===== src/rtl/pbpi_pkg.sv =====
// ----------------------------------------------------------------------------
// pbpi_pkg
// shared widths, reset values and status codes of the pulse baseline, peak
// and integral block
// ----------------------------------------------------------------------------
package pbpi_pkg;

    localparam int SAMPLE_W      = 16;
    localparam int FRAC_W        = 8;
    localparam int MAX_EVENT_LEN = 1024;
    localparam int POS_W         = $clog2(MAX_EVENT_LEN);
    localparam int LEN_W         = POS_W + 1;
    localparam int COUNT_W       = 10;
    localparam int SUM_W         = SAMPLE_W + POS_W;
    localparam int QUO_W         = SUM_W + FRAC_W;
    localparam int STEP_W        = $clog2(QUO_W + 1);
    localparam int BASE_W        = 24;
    localparam int AMP_W         = 25;
    localparam int INTEG_W       = 35;

    localparam logic [COUNT_W-1:0] BASELINE_COUNT_RESET = COUNT_W'(16);

    typedef enum logic [1:0] {
        STATUS_OK     = 2'd0,
        STATUS_LENGTH = 2'd1,
        STATUS_COUNT  = 2'd2
    } status_t;

endpackage


===== src/rtl/pbpi_div.sv =====
// ----------------------------------------------------------------------------
// pbpi_div
// restoring divider, one quotient bit per cycle, truncation toward zero
// ----------------------------------------------------------------------------
module pbpi_div
    import pbpi_pkg::*;
(
    input  logic                      clk,
    input  logic                      rst_n,
    input  logic                      start,
    input  logic [QUO_W-1:0]          dividend,
    input  logic                      negate,
    input  logic [COUNT_W-1:0]        divisor,
    output logic                      done,
    output logic signed [QUO_W-1:0]   quotient
);

    logic                 busy_reg;
    logic                 done_reg;
    logic                 neg_reg;
    logic [STEP_W-1:0]    step_reg;
    logic [QUO_W-1:0]     quo_reg;
    logic [COUNT_W-1:0]   rem_reg;
    logic [COUNT_W-1:0]   div_reg;

    logic [COUNT_W:0]     rem_shift;
    logic                 fits;
    logic [COUNT_W:0]     rem_sub;

    always_comb
    begin
        rem_shift = {rem_reg, quo_reg[QUO_W-1]};
        fits      = rem_shift >= {1'b0, div_reg};
        rem_sub   = rem_shift - {1'b0, div_reg};
    end

    always_ff @(posedge clk or negedge rst_n)
    begin
        if (!rst_n)
        begin
            busy_reg <= 1'b0;
            done_reg <= 1'b0;
            neg_reg  <= 1'b0;
            step_reg <= '0;
            quo_reg  <= '0;
            rem_reg  <= '0;
            div_reg  <= '0;
        end
        else
        begin
            done_reg <= 1'b0;
            if (start)
            begin
                busy_reg <= 1'b1;
                neg_reg  <= negate;
                step_reg <= STEP_W'(QUO_W);
                quo_reg  <= dividend;
                rem_reg  <= '0;
                div_reg  <= divisor;
            end
            else if (busy_reg)
            begin
                quo_reg  <= {quo_reg[QUO_W-2:0], fits};
                rem_reg  <= fits ? rem_sub[COUNT_W-1:0] : rem_shift[COUNT_W-1:0];
                step_reg <= step_reg - STEP_W'(1);
                if (step_reg == STEP_W'(1))
                begin
                    busy_reg <= 1'b0;
                    done_reg <= 1'b1;
                end
            end
        end
    end

    assign done     = done_reg;
    assign quotient = neg_reg ? -$signed(quo_reg) : $signed(quo_reg);

    a_done_single: assert property (@(posedge clk) disable iff (!rst_n)
        done |=> !done)
        else $error("divider done held for two cycles");

    a_start_busy: assert property (@(posedge clk) disable iff (!rst_n)
        start |=> busy_reg && !done)
        else $error("divider did not start");

    a_done_idle: assert property (@(posedge clk) disable iff (!rst_n)
        done |-> !busy_reg)
        else $error("divider done while still busy");

endmodule


===== src/rtl/pulse_baseline_peak_integral.sv =====
// ----------------------------------------------------------------------------
// pulse_baseline_peak_integral
// per-event baseline mean, peak amplitude and index, and baseline-corrected
// charge integral over a stream of converter samples
//
// channel   direction  handshake               payload
// in        input      in_valid / in_stall     sample, last
// out       output     out_valid / out_stall   status, baseline, peak_height,
//                                              peak_offset, integral
// cfg       input      baseline_count_we       baseline_count_wdata
//
// a sample beat without last is absorbed without stalling the input
// a last beat runs the serial divider for the baseline, then a multiply step and
//   the output load; error events go straight to the output load
// in_stall is high while an event result is being computed or is waiting for
//   a free output register
// rst_n clears the event state and sets baseline_count to 16
// ----------------------------------------------------------------------------
module pulse_baseline_peak_integral
    import pbpi_pkg::*;
(
    input  logic                        clk,
    input  logic                        rst_n,
    input  logic                        in_valid,
    output logic                        in_stall,
    input  logic signed [SAMPLE_W-1:0]  sample,
    input  logic                        last,
    output logic                        out_valid,
    input  logic                        out_stall,
    output logic [1:0]                  status,
    output logic signed [BASE_W-1:0]    baseline,
    output logic signed [AMP_W-1:0]     peak_height,
    output logic [POS_W-1:0]            peak_offset,
    output logic signed [INTEG_W-1:0]   integral,
    input  logic                        baseline_count_we,
    input  logic [COUNT_W-1:0]          baseline_count_wdata
);

    typedef enum logic [2:0] {
        S_IDLE,
        S_START,
        S_DIV,
        S_MUL,
        S_LOAD
    } state_t;

    state_t                      state_reg;
    logic [COUNT_W-1:0]          count_reg;
    logic [POS_W-1:0]            pos_reg;
    logic                        ovf_reg;
    logic signed [SUM_W-1:0]     head_reg;
    logic signed [SUM_W-1:0]     tail_reg;
    logic signed [SAMPLE_W-1:0]  max_reg;
    logic [POS_W-1:0]            max_pos_reg;
    logic [COUNT_W-1:0]          k_snap_reg;
    logic [LEN_W-1:0]            len_reg;
    status_t                     status_reg;
    logic signed [QUO_W-1:0]     base_reg;
    logic [INTEG_W-1:0]          prod_reg;
    logic [AMP_W-1:0]            amp_reg;

    logic                        out_valid_reg;
    status_t                     out_status_reg;
    logic [BASE_W-1:0]           out_base_reg;
    logic [AMP_W-1:0]            out_amp_reg;
    logic [POS_W-1:0]            out_index_reg;
    logic [INTEG_W-1:0]          out_integ_reg;

    logic                        in_accept;
    logic                        out_free;
    logic signed [SUM_W-1:0]     sample_ext;
    logic                        in_head;
    logic signed [SUM_W-1:0]     head_next;
    logic signed [SUM_W-1:0]     tail_next;
    logic signed [SAMPLE_W-1:0]  max_next;
    logic [POS_W-1:0]            max_pos_next;
    logic [POS_W-1:0]            pos_next;
    logic                        ovf_next;
    logic [LEN_W-1:0]            len_now;
    status_t                     status_now;

    logic                        div_start;
    logic                        div_done;
    logic [SUM_W-1:0]            head_mag;
    logic signed [QUO_W-1:0]     div_quo;
    logic [INTEG_W-1:0]          base_ext;
    logic [LEN_W-1:0]            tail_cnt;
    logic [INTEG_W-1:0]          tail_scaled;
    logic [AMP_W-1:0]            max_scaled;

    assign in_accept = in_valid && !in_stall;
    assign out_free  = !out_valid_reg || !out_stall;
    assign in_stall  = (state_reg != S_IDLE);

    // per-sample accumulate
    always_comb
    begin
        sample_ext   = {{(SUM_W-SAMPLE_W){sample[SAMPLE_W-1]}}, sample};
        in_head      = pos_reg < count_reg;
        head_next    = head_reg;
        tail_next    = tail_reg;
        max_next     = max_reg;
        max_pos_next = max_pos_reg;
        pos_next     = pos_reg;
        ovf_next     = ovf_reg;
        if (!ovf_reg)
        begin
            if (in_head)
            begin
                head_next = head_reg + sample_ext;
            end
            else
            begin
                tail_next = tail_reg + sample_ext;
                if (pos_reg == count_reg || sample > max_reg)
                begin
                    max_next     = sample;
                    max_pos_next = pos_reg;
                end
            end
            if (!last)
            begin
                if (pos_reg == POS_W'(MAX_EVENT_LEN - 1))
                    ovf_next = 1'b1;
                else
                    pos_next = pos_reg + POS_W'(1);
            end
        end
        len_now = {1'b0, pos_reg} + LEN_W'(1);
        if (ovf_reg || len_now < LEN_W'(2))
            status_now = STATUS_LENGTH;
        else if (count_reg == '0 || {1'b0, count_reg} >= len_now)
            status_now = STATUS_COUNT;
        else
            status_now = STATUS_OK;
    end

    // end-of-event arithmetic
    always_comb
    begin
        div_start   = (state_reg == S_START);
        head_mag    = head_reg[SUM_W-1] ? SUM_W'(-head_reg) : SUM_W'(head_reg);
        base_ext    = {{(INTEG_W-QUO_W){base_reg[QUO_W-1]}}, base_reg};
        tail_cnt    = len_reg - {1'b0, k_snap_reg};
        tail_scaled = {{(INTEG_W-SUM_W-FRAC_W){tail_reg[SUM_W-1]}}, tail_reg,
                       {FRAC_W{1'b0}}};
        max_scaled  = {{(AMP_W-SAMPLE_W-FRAC_W){max_reg[SAMPLE_W-1]}}, max_reg,
                       {FRAC_W{1'b0}}};
    end

    pbpi_div u_div
    (
        .clk      (clk),
        .rst_n    (rst_n),
        .start    (div_start),
        .dividend ({head_mag, {FRAC_W{1'b0}}}),
        .negate   (head_reg[SUM_W-1]),
        .divisor  (k_snap_reg),
        .done     (div_done),
        .quotient (div_quo)
    );

    always_ff @(posedge clk or negedge rst_n)
    begin
        if (!rst_n)
        begin
            state_reg      <= S_IDLE;
            count_reg      <= BASELINE_COUNT_RESET;
            pos_reg        <= '0;
            ovf_reg        <= 1'b0;
            head_reg       <= '0;
            tail_reg       <= '0;
            max_reg        <= '0;
            max_pos_reg    <= '0;
            k_snap_reg     <= '0;
            len_reg        <= '0;
            status_reg     <= STATUS_OK;
            base_reg       <= '0;
            prod_reg       <= '0;
            amp_reg        <= '0;
            out_valid_reg  <= 1'b0;
            out_status_reg <= STATUS_OK;
            out_base_reg   <= '0;
            out_amp_reg    <= '0;
            out_index_reg  <= '0;
            out_integ_reg  <= '0;
        end
        else
        begin
            if (baseline_count_we)
                count_reg <= baseline_count_wdata;

            if (state_reg == S_LOAD && out_free)
                out_valid_reg <= 1'b1;
            else if (out_valid_reg && !out_stall)
                out_valid_reg <= 1'b0;

            case (state_reg)
                S_IDLE:
                begin
                    if (in_accept)
                    begin
                        head_reg    <= head_next;
                        tail_reg    <= tail_next;
                        max_reg     <= max_next;
                        max_pos_reg <= max_pos_next;
                        pos_reg     <= pos_next;
                        ovf_reg     <= ovf_next;
                        if (last)
                        begin
                            k_snap_reg <= count_reg;
                            len_reg    <= len_now;
                            status_reg <= status_now;
                            state_reg  <= (status_now == STATUS_OK) ? S_START : S_LOAD;
                        end
                    end
                end
                S_START:
                begin
                    state_reg <= S_DIV;
                end
                S_DIV:
                begin
                    if (div_done)
                    begin
                        base_reg  <= div_quo;
                        state_reg <= S_MUL;
                    end
                end
                S_MUL:
                begin
                    prod_reg  <= base_ext * INTEG_W'(tail_cnt);
                    amp_reg   <= max_scaled - base_reg[AMP_W-1:0];
                    state_reg <= S_LOAD;
                end
                S_LOAD:
                begin
                    if (out_free)
                    begin
                        out_status_reg <= status_reg;
                        if (status_reg == STATUS_OK)
                        begin
                            out_base_reg  <= base_reg[BASE_W-1:0];
                            out_amp_reg   <= amp_reg;
                            out_index_reg <= max_pos_reg;
                            out_integ_reg <= tail_scaled - prod_reg;
                        end
                        else
                        begin
                            out_base_reg  <= '0;
                            out_amp_reg   <= '0;
                            out_index_reg <= '0;
                            out_integ_reg <= '0;
                        end
                        pos_reg     <= '0;
                        ovf_reg     <= 1'b0;
                        head_reg    <= '0;
                        tail_reg    <= '0;
                        max_reg     <= '0;
                        max_pos_reg <= '0;
                        state_reg   <= S_IDLE;
                    end
                end
                default:
                begin
                    state_reg <= S_IDLE;
                end
            endcase
        end
    end

    assign out_valid   = out_valid_reg;
    assign status      = out_status_reg;
    assign baseline    = $signed(out_base_reg);
    assign peak_height = $signed(out_amp_reg);
    assign peak_offset = out_index_reg;
    assign integral    = $signed(out_integ_reg);

    a_last_stalls: assert property (@(posedge clk) disable iff (!rst_n)
        in_accept && last |=> in_stall)
        else $error("input not stalled after last beat");

    a_ovf_pos: assert property (@(posedge clk) disable iff (!rst_n)
        ovf_reg |-> pos_reg == POS_W'(MAX_EVENT_LEN - 1))
        else $error("length overflow with position below limit");

    a_error_zero: assert property (@(posedge clk) disable iff (!rst_n)
        out_valid && status != STATUS_OK |-> baseline == '0 && peak_height == '0
            && peak_offset == '0 && integral == '0)
        else $error("error result with nonzero fields");

    a_div_nonzero: assert property (@(posedge clk) disable iff (!rst_n)
        div_start |-> k_snap_reg != '0 && status_reg == STATUS_OK)
        else $error("divide started on a rejected event");

endmodule

===== config.mk =====
export PLATFORM = sky130hd
export DESIGN_NAME = pulse_baseline_peak_integral
export DESIGN_NICKNAME = d
export VERILOG_FILES = /design/src/rtl/pbpi_pkg.sv /design/src/rtl/pbpi_div.sv /design/src/rtl/pulse_baseline_peak_integral.sv
export SDC_FILE = /design/constraint.sdc
export NUM_CORES = 2
export LEC_CHECK = 0
export BUFFER_PORTS_ARGS = -buffer_cell sky130_fd_sc_hd__buf_4
export CAP_MARGIN = 20
export CORE_AREA = 10 10 278 333
export CTS_CLUSTER_SIZE = 16
export DETAILED_ROUTE_END_ITERATION = 7
export DIE_AREA = 0 0 288 343
export PLACE_DENSITY = 0.48
export SLEW_MARGIN = 20
export SYNTH_ARGS = -nofsm -noshare
export SYNTH_HDL_FRONTEND = slang
export SYNTH_HIERARCHICAL = 1
export SYNTH_SLANG_ARGS = --single-unit

===== constraint.sdc =====
create_clock -name clk -period 17.6 [get_ports clk]
set_input_delay 1.76 -clock clk [delete_from_list [all_inputs] [get_ports clk]]
set_output_delay 1.76 -clock clk [all_outputs]
set_load 0.01 [all_outputs]

==> metrics.csv <==
stage,metric,value,unit
clock_tree,CTS tree,done,
power_and_ir_drop,Pwr Density,189,nW/um2
routing,Initial DRT Pass Iterations,5,
global_route,vias in the first global route,24787,
logic_synthesis,Post-Syn Area per Cell,9.22,um2
sta,Max Freq,120,MHz
power_and_ir_drop,VDD IR-drop max,0.164,mV
finish,nets@finish,3958,
critical_path,CP Max Fanout,25,
logic_synthesis,post-synthesis sequential area ratio,0.301,
clock_tree,CTS sink cnt,379,
critical_path,CP peak stage delay,0.55,ns
sta,Slew @ Worst Pin,1.01,ns
logic_synthesis,proportion of netlist area held by the largest area contributor,0.300,
logic_synthesis,ys async rst share,1.00,
placement,Detail Placement HPWL,69900,um
clock_tree,clk_lat worst skew,0.62,ns
die,Initial Utilization,0.367,
logic_synthesis,Synth Instances,3419,
clock_tree,"Setup Fix Bufs, Post-CTS",0,
die,I/O pin cnt,130,
global_route,GRT Util Overall,0.190,
sta,final hold vios,0,
logic_synthesis,synth top area cells,"dfrtp_1, fa_1, ha_1",
clock_tree,H-tree Lvls,2,
clock_tree,total CTS buffers,46,
critical_path,Top delay family on crit path,adder cells,
logic_synthesis,Post-Syn Area,31500,um2
global_route,initial antenna violation count,6,
routing,Vias/cell,5.12,
logic_synthesis,number of synthesized flops with an enable pin,0,
die,row count,118,
clock_tree,Hold Buf Count CTS,0,
critical_path,worst path bufs/invs,6,
die,die area,98800,um2
sta,fin worst setup slack,9.26,ns
critical_path,CP max-delay cell,fa_1,
routing,DR iter-0 viols,1221,
logic_synthesis,Yosys cell types,89,
logic_synthesis,dominant cell type by area after synthesis,dfrtp_1,
die,core area,85900,um2
routing,post-route ant nets,0,
flow_run,MaxCap Viol Count,0,
critical_path,Arrival @ worst endpoint,8.80,ns
sta,Final period util,0.474,
finish,Area Growth Syn to Fin,12.0,%
sta,Tmin final,8.34,ns
clock_tree,CTS root buffer,clkbuf_16,
logic_synthesis,Syn. warnings,6,
power_and_ir_drop,P_leak,15.7,nW
die,die height,343,um
finish,share of cells above drive strength 1,0.0882,
logic_synthesis,"Primary FF master, synth",dfrtp_1,
sta,Slew HR,0.323,
clock_tree,Max Root-Sink Buffers,3,
sta,clk_skew,0.0326,ns
routing,DR vias,23771,
critical_path,Setup CP Type,flop to flop,
placement,pre-CTS setup slack,9.25,ns
sta,max-slew violation count,0,
critical_path,CP endpoint kind,flop,
routing,final WL,93300,um
critical_path,Crit path required time,18.06,ns
placement,port buffer count,129,
status,outcome,"complete, no violations",
sta,endpoints failing setup,0,
global_route,global-route wire length before repair,147000,um
placement,global placement routability congestion,0.824,
hold_path,worst min path class,flop to flop,
die,die width,288,um
global_route,grt ovf,0,
sta,RSZ-0062 raised after global routing,no,
sta,TNS Setup,0,ns
global_route,largest net degree at the start of global routing,99,
clock_tree,PostCTS Resize Cnt,0,
routing,DRC,0,
finish,ant diodes,0,
critical_path,Worst setup SP type,flop,
logic_synthesis,Synth Register Bits,379,
routing,WL/cell,20.1,um
clock_tree,clk slew on worst S/H paths,0.06,ns
-- routing by layer --
layer / share of wire / wire length, um / GRT usage / up-vias
met2: 0.50 / 46900 / 0.337 / 335
met1: 0.45 / 41700 / 0.245 / 11870
met4: 0.022 / 2020 / 0.0461 / 0
met3: 0.029 / 2750 / 0.0204 / 90
met5: 0 / 0 / 0 / -
li1: - / - / - / 11476
-- cell usage after synthesis, types with 17 or more instances --
cell and instances:
or3_1 25, o21bai_1 19, clkbuf_1 152, a21oi_1 97, xnor2_1 136, a31oi_1 17, a22o_1 42, nor2b_1 23
nand2_1 523, inv_1 374, nand2b_1 57, mux2_2 28, nor2_1 88, o21ai_0 283, fa_1 250, ha_1 207
o31ai_1 68, a21o_1 56, dfrtp_1 378, nand3_1 31, nor3_1 35, o21a_1 39, and2_1 145, mux2i_1 64
xor2_1 75
-- kinds of logic after synthesis --
logic type,count (synthesis),share of synthesized area
AO/OA/AOI/OAI,729,0.150
XOR/XNOR,215,0.0611
adder cells (fa/ha/maj),457,0.241
buffers and inverters,539,0.0651
flip-flops,379,0.301
multiplexers,92,0.0303
other,1,0.000119
AND/OR/NAND/NOR,1007,0.152
-- worst reg2reg max path: cells and delay by family (launching register included) --
family	cells	cell delay, ns
xor gates and xnor gates	2	0.32
adders and majority gates	8	3.50
buffers and inverters	6	0.56
AOI/OAI and AO/OA	10	2.65
DFF	1	0.37
and+or+nand+nor	4	0.51
muxes	1	0.29
-- final cells by class --
class	instances	area (um2)
timing repair buffer	160	1210
clock inverter	15	183
clock buffer	66	1410
inverter	374	1400
multi-input combinational	2508	20200
tap	1140	1430
fill	8656	50600
sequential	379	9490
-- per-stage QoR --
step	cells	area (um2)	power, W	hold WS, ns	utilization
3_5_place_dp	4561	33700	0.00572	0.471	0.392
3_3_place_gp	4561	33700	0.00571	0.461	0.392
5_1_grt	4642	35300	0.00732	0.499	0.411
2_1_floorplan	3426	31600	0.00440	0.449	-
4_1_cts	4642	35300	0.00677	0.481	0.411
6_report	4642	35300	0.00667	0.475	0.411
-- power breakdown --
group	internal [W]	leakage, nW	switching, W
sequential	0.00117	4.99	0.000389
clock	0.000599	0.782	0.000415
combinational	0.00163	9.96	0.00247
-- placed cells by master, fill, tap and decap left out, types with 7 or more instances in the layout --
cell type,count
a31oi_1,16
a21oi_1,97
clkinv_2,8
a211o_1,7
and2_1,145
nor4_1,12
mux2i_1,64
mux2_2,28
a211oi_1,11
nor2b_1,23
ha_1,207
a21o_1,56
buf_4,159
xor2_1,73
clkbuf_8,14
o21bai_1,19
xnor2_1,132
or4_1,13
dfrtp_1,377
o211ai_1,13
o21a_1,39
nand3_1,30
nand4_1,9
o41ai_1,13
o21ai_0,283
inv_1,374
conb_1,8
a21boi_0,7
clkbuf_16,48
nand2b_1,57
o31ai_1,66
nor2_1,88
a22o_1,42
or3_1,24
and3_1,15
fa_1,249
nor3_1,33
nand2_1,522
-- worst paths after layout --
| check | start | to | slack, ns | depth (start not counted) |
|---|---|---|---|---|
| worst max-delay path | len_reg[0] | prod_reg[31] | 9.26 | 31 |
| worst min-delay path | k_snap_reg[2] | u_div/div_reg[2] | 0.48 | 2 |
| worst max register to register | len_reg[0] | prod_reg[31] | 9.26 | 31 |
| worst min register to register | k_snap_reg[2] | u_div/div_reg[2] | 0.48 | 2 |
| max in group asynchronous | rst_n | integral[13] | 12.75 | 5 |
| min in group asynchronous | rst_n | peak_offset[2] | 1.13 | 1 |
(Power assumes the default switching activity.)
